==> src/dexp_pkg.sv <==
// ----------------------------------------------------------------------------
// dexp_pkg
// Shared types, constants and tables of the downward expander.
// ----------------------------------------------------------------------------
package dexp_pkg;

    localparam int unsigned DefChannels   = 2;
    localparam int unsigned DefSampleBits = 24;

    localparam int unsigned EnvW   = 32;
    localparam int unsigned CoefW  = 24;
    localparam int unsigned ThrW   = 17;
    localparam int unsigned SlopeW = 12;
    localparam int unsigned CutW   = 15;
    localparam int unsigned GainW  = 17;
    localparam int unsigned CfgAW  = 3;
    localparam int unsigned QDepth = 2;

    localparam logic [26:0] DbPerOct = 27'd101008905;
    localparam logic [21:0] OctPerDb = 22'd2786635;
    localparam int unsigned ExpBits  = 10;

    localparam logic [CfgAW-1:0] REG_ATTACK    = 3'd0;
    localparam logic [CfgAW-1:0] REG_RELEASE   = 3'd1;
    localparam logic [CfgAW-1:0] REG_THRESHOLD = 3'd2;
    localparam logic [CfgAW-1:0] REG_SLOPE     = 3'd3;
    localparam logic [CfgAW-1:0] REG_MAX_CUT   = 3'd4;

    localparam logic [CoefW-1:0]       RstAttack    = 24'd16707425;
    localparam logic [CoefW-1:0]       RstRelease   = 24'd16774886;
    localparam logic signed [ThrW-1:0] RstThreshold = -17'sd10752;
    localparam logic [SlopeW-1:0]      RstSlope     = 12'd256;
    localparam logic [CutW-1:0]        RstMaxCut    = 15'd2560;

    typedef struct packed {
        logic [CoefW-1:0]       attack;
        logic [CoefW-1:0]       rel_coeff;
        logic signed [ThrW-1:0] threshold;
        logic [SlopeW-1:0]      slope;
        logic [CutW-1:0]        max_cut;
    } t_cfg;

    // 2^(-2^-(k+1)) in q30
    function automatic logic [29:0] pow_factor(input logic [3:0] k);
        logic [29:0] r;
        case (k)
            4'd0:    r = 30'd759250125;
            4'd1:    r = 30'd902905659;
            4'd2:    r = 30'd984625591;
            4'd3:    r = 30'd1028238693;
            4'd4:    r = 30'd1050733760;
            4'd5:    r = 30'd1062175498;
            4'd6:    r = 30'd1067942995;
            4'd7:    r = 30'd1070838492;
            4'd8:    r = 30'd1072289169;
            4'd9:    r = 30'd1073015245;
            default: r = 30'd1073741823;
        endcase
        return r;
    endfunction

endpackage

==> src/dexp_front.sv <==
// ----------------------------------------------------------------------------
// dexp_front
// Accepts frames, finds the peak magnitude and queues frame plus detector.
// ----------------------------------------------------------------------------
module dexp_front #(
    parameter int unsigned CHANNELS    = 2,
    parameter int unsigned SAMPLE_BITS = 24
) (
    input  logic                            i_clk,
    input  logic                            i_rst_n,
    input  logic                            i_tvalid,
    output logic                            o_tready,
    input  logic [CHANNELS*SAMPLE_BITS-1:0] i_samples,
    output logic                            o_q_valid,
    input  logic                            i_q_ready,
    output logic [CHANNELS*SAMPLE_BITS-1:0] o_q_samples,
    output logic [31:0]                     o_q_det
);
    import dexp_pkg::*;

    localparam int unsigned FW  = CHANNELS * SAMPLE_BITS;
    localparam int unsigned PW  = $clog2(QDepth);
    localparam int unsigned CW  = $clog2(QDepth + 1);

    logic [FW-1:0]          r_data [QDepth];
    logic [31:0]            r_det  [QDepth];
    logic [PW-1:0]          r_wp, r_rp;
    logic [CW-1:0]          r_cnt;
    logic [SAMPLE_BITS-1:0] w_mag, w_peak;
    logic [31:0]            w_det;
    logic                   w_push, w_pop;

    // peak magnitude across channels
    always_comb begin
        w_peak = '0;
        w_mag  = '0;
        for (int c = 0; c < CHANNELS; c++) begin
            w_mag = i_samples[c*SAMPLE_BITS +: SAMPLE_BITS];
            if (w_mag[SAMPLE_BITS-1]) begin
                w_mag = ~w_mag + 1'b1;
            end
            if (w_mag > w_peak) begin
                w_peak = w_mag;
            end
        end
        w_det = 32'(w_peak) << (32 - SAMPLE_BITS);
    end

    assign o_tready    = (r_cnt != CW'(QDepth));
    assign o_q_valid   = (r_cnt != '0);
    assign o_q_samples = r_data[r_rp];
    assign o_q_det     = r_det[r_rp];
    assign w_push      = i_tvalid & o_tready;
    assign w_pop       = o_q_valid & i_q_ready;

    always_ff @(posedge i_clk) begin
        if (!i_rst_n) begin
            r_wp  <= '0;
            r_rp  <= '0;
            r_cnt <= '0;
        end else begin
            if (w_push) begin
                r_wp <= PW'((32'(r_wp) + 1) % QDepth);
            end
            if (w_pop) begin
                r_rp <= PW'((32'(r_rp) + 1) % QDepth);
            end
            if (w_push && !w_pop) begin
                r_cnt <= r_cnt + 1'b1;
            end else if (!w_push && w_pop) begin
                r_cnt <= r_cnt - 1'b1;
            end
        end
    end

    always_ff @(posedge i_clk) begin
        if (w_push) begin
            r_data[r_wp] <= i_samples;
            r_det[r_wp]  <= w_det;
        end
    end

endmodule

==> config.mk <==
export PLATFORM = sky130hd
export DESIGN_NAME = dexp_front
export DESIGN_NICKNAME = d
export VERILOG_FILES = /design/src/dexp_pkg.sv /design/src/dexp_front.sv
export SDC_FILE = /design/constraint.sdc
export NUM_CORES = 1
export LEC_CHECK = 0
export BUFFER_PORTS_ARGS = -buffer_cell sky130_fd_sc_hd__buf_2
export CORE_ASPECT_RATIO = 1.2
export CORE_MARGIN = 4
export CORE_UTILIZATION = 48
export DETAILED_ROUTE_END_ITERATION = 10
export GPL_TIMING_DRIVEN = 0
export PLACE_DENSITY = 0.7
export SYNTH_ARGS = -nofsm -noshare
export SYNTH_HDL_FRONTEND = slang
export SYNTH_SLANG_ARGS = --single-unit
==> constraint.sdc <==
create_clock -name i_clk -period 5.7 [get_ports i_clk]
set_clock_uncertainty 0.15 [all_clocks]
set_input_delay 0.285 -clock i_clk [delete_from_list [all_inputs] [get_ports i_clk]]
set_output_delay 0.285 -clock i_clk [all_outputs]
set_load 0.1 [all_outputs]
==> impl_metrics.env <==
export IMPL_status="finished clean"
export IMPL_vdd_drop_max_mv=0.416
export IMPL_synth_top_family_by_area="multiplexers"
export IMPL_synth_warnings=0
export IMPL_nFillCells=1137
export IMPL_setup_tns_final_ns=0
export IMPL_grt_pass1_vias=4971
export IMPL_ant_nets=0
export IMPL_placedCellCount=835
export IMPL_slew_headroom=0.514
export IMPL_final_nets=781
export IMPL_antenna_found_initial=0
export IMPL_avgSynthCellArea_um2=14.5
export IMPL_cap_violations=0
export IMPL_cts_tree="done"
export IMPL_cts_sinks=149
export IMPL_worstMarginPinSlew_ns=0.729
export IMPL_grt_max_degree=40
export IMPL_power_density_nw_per_um2=522
export IMPL_num_vias=4722
export IMPL_initial_core_util=0.497
export IMPL_h_tree_depth=4
export IMPL_synthMuxAreaShare=0.147
export IMPL_synthXorXnorAreaFrac=0.0544
export IMPL_n_antenna_cell=0
export IMPL_grt_overflow_total=0
export IMPL_io_pins=134
export IMPL_wire_per_inst_um=17.6
export IMPL_synth_edff_count=144
export IMPL_viasPerCell=5.16
export IMPL_worstPathArrival_ns=5.22
export IMPL_synthAdderAreaFrac=0.0466
export IMPL_placementRows=48
export IMPL_postCtsResizedCells=0
export IMPL_ctsLongestPathBuffers=2
export IMPL_hp_class="in -> reg"
export IMPL_root_buffer="clkbuf_16"
export IMPL_fin_crit_sh=0.902
export IMPL_die_h_um=143
export IMPL_io_buffers=125
export IMPL_grt_pass1_wl_mm=25.4
export IMPL_clock_latency_ns=0.42
export IMPL_drc=0
export IMPL_p_total_uw=4860
export IMPL_grt_usage=0.195
export IMPL_setup_viol=0
export IMPL_cp_max_fo=10
export IMPL_dieArea_um2=17100
export IMPL_synth_async_sr_flop_share=0
export IMPL_ys_ff_latch=149
export IMPL_slew_viol_final=0
export IMPL_crit_type="in -> reg"
export IMPL_fp_dieW_um=120
export IMPL_r2r_slack_ns=3.70
export IMPL_numCtsBuffers=17
export IMPL_final_common_cell="edfxtp_1"
export IMPL_synthFlopType="edfxtp_1"
export IMPL_period_minus_slack_ns=5.14
export IMPL_rsz0062_at_grt="false"
export IMPL_required_ns=5.78
export IMPL_drt_iter0_drc=206
export IMPL_power_leakage_uw=0.00369
export IMPL_layoutNonFillerInstCount=915
export IMPL_mostFrequentLayoutCells="edfxtp_1 (144), buf_2 (127), mux2_2 (73), dlygate4sd3_1 (48), xor2_1 (38)"
export IMPL_ys_seq_area_frac=0.610
export IMPL_worstSetupStartpointType="primary input"
export IMPL_post_cts_buffers=0
export IMPL_drive_gt1_frac=0.348
export IMPL_synth_cell_type_count=43
export IMPL_drt_pass1_iterations=4
export IMPL_synthCells=500
export IMPL_syn_cell_area_um2=7250
export IMPL_hold_viol_final=0
export IMPL_hpwl_mm=11.5
export IMPL_core_region_area_um2=14600
export IMPL_yosys_area_share_simple=0.0592
export IMPL_hold_buffers=48
export IMPL_synth_compound_area_frac=0.0504
export IMPL_worst_setup_path_end_kind="flip-flop"
export IMPL_clkTransAtPathRegs_ns=0.06
export IMPL_area_growth_pct=28.6
export IMPL_fmax_mhz=195
export IMPL_drt_wl_total_mm=16.1
export IMPL_gp_congestion=0.780
## registers in the layout, indices dropped and copies added, names as in the netlist, named ones only
register,cells
r_cnt,2
r_data,96
r_det,48
r_rp,1
r_wp,1
## stage by stage
stage          setup WS (ns)  utilization  hold WS (ns)  cell area, um2
6_report               0.559        0.639        0.0170            9320
5_1_grt                0.308        0.639       0.00580            9320
4_1_cts                0.538        0.639       0.00280            9320
3_5_place_dp           0.653        0.563         0.364            8220
3_3_place_gp          -0.218        0.558         0.333            8150
2_1_floorplan          0.596            -         0.234            7270
## synth_stat cells, types with 8 or more instances
master / n / area [um2]
ha_1: 27 / 338
a21oi_1: 9 / 45.0
mux2_2: 73 / 822
mux2i_1: 24 / 240
edfxtp_1: 144 / 4320
o31ai_1: 9 / 67.6
nand2_1: 17 / 63.8
xor2_1: 38 / 333
buf_4: 8 / 60.1
clkbuf_1: 12 / 45.0
inv_1: 30 / 113
or3_1: 8 / 50.1
o21ai_0: 18 / 90.1
## per-layer routing
layer | share of wire | track usage
met5 | 0 | 0
met4 | 0.014 | 0.0694
met3 | 0.043 | 0.0456
met2 | 0.54 | 0.357
met1 | 0.40 | 0.223
## power breakdown
part | internal (uW) | switching (uW)
logic | 466 | 1780
clock network | 764 | 411
registers | 1400 | 39.1
## worst paths after layout
check,from,to,cells past startpoint
min,i_samples[23],r_data[1][23],1
max,i_samples[26],r_det[0][10],16
max reg2reg,r_cnt[0],r_data[0][15],4
min reg2reg,r_cnt[1],r_cnt[1],2
## critical path: stages
cell	delay, ns
dlygate4sd3_1	0.54
buf_2	0.16
or3_1	0.42
or3_1	0.41
or2_2	0.31
o41ai_1	0.33
xor2_1	0.31
inv_1	0.08
ha_1	0.33
a21oi_1	0.14
o21ai_0	0.12
a22o_1	0.23
or4_1	0.52
o22ai_2	0.33
buf_2	0.38
mux2i_1	0.33
## logic make-up (layout without fill, tap and decap cells)
kind of cell / Yosys count / in the layout
buffers and inverters: 53 / 261
other: 1 / 8
AO/OA/AOI/OAI: 54 / 54
AND/OR/NAND/NOR: 74 / 74
XOR/XNOR: 45 / 45
multiplexers: 97 / 97
flip-flops: 149 / 149
adder cells (fa/ha/maj): 27 / 27
## layout make-up
class / instances / area [um2] / area share
clock inverters: 14 / 189 / 0.0203
clock buffers: 18 / 429 / 0.0460
flip-flops and latches: 149 / 4420 / 0.475
inverters: 30 / 113 / 0.0121
multi-input cells: 305 / 2630 / 0.282
plain buffers: 23 / 119 / 0.0128
well taps: 200 / 250 / 0.0268
repair buffers: 176 / 1170 / 0.125
Power figures use the tool's default switching activity.
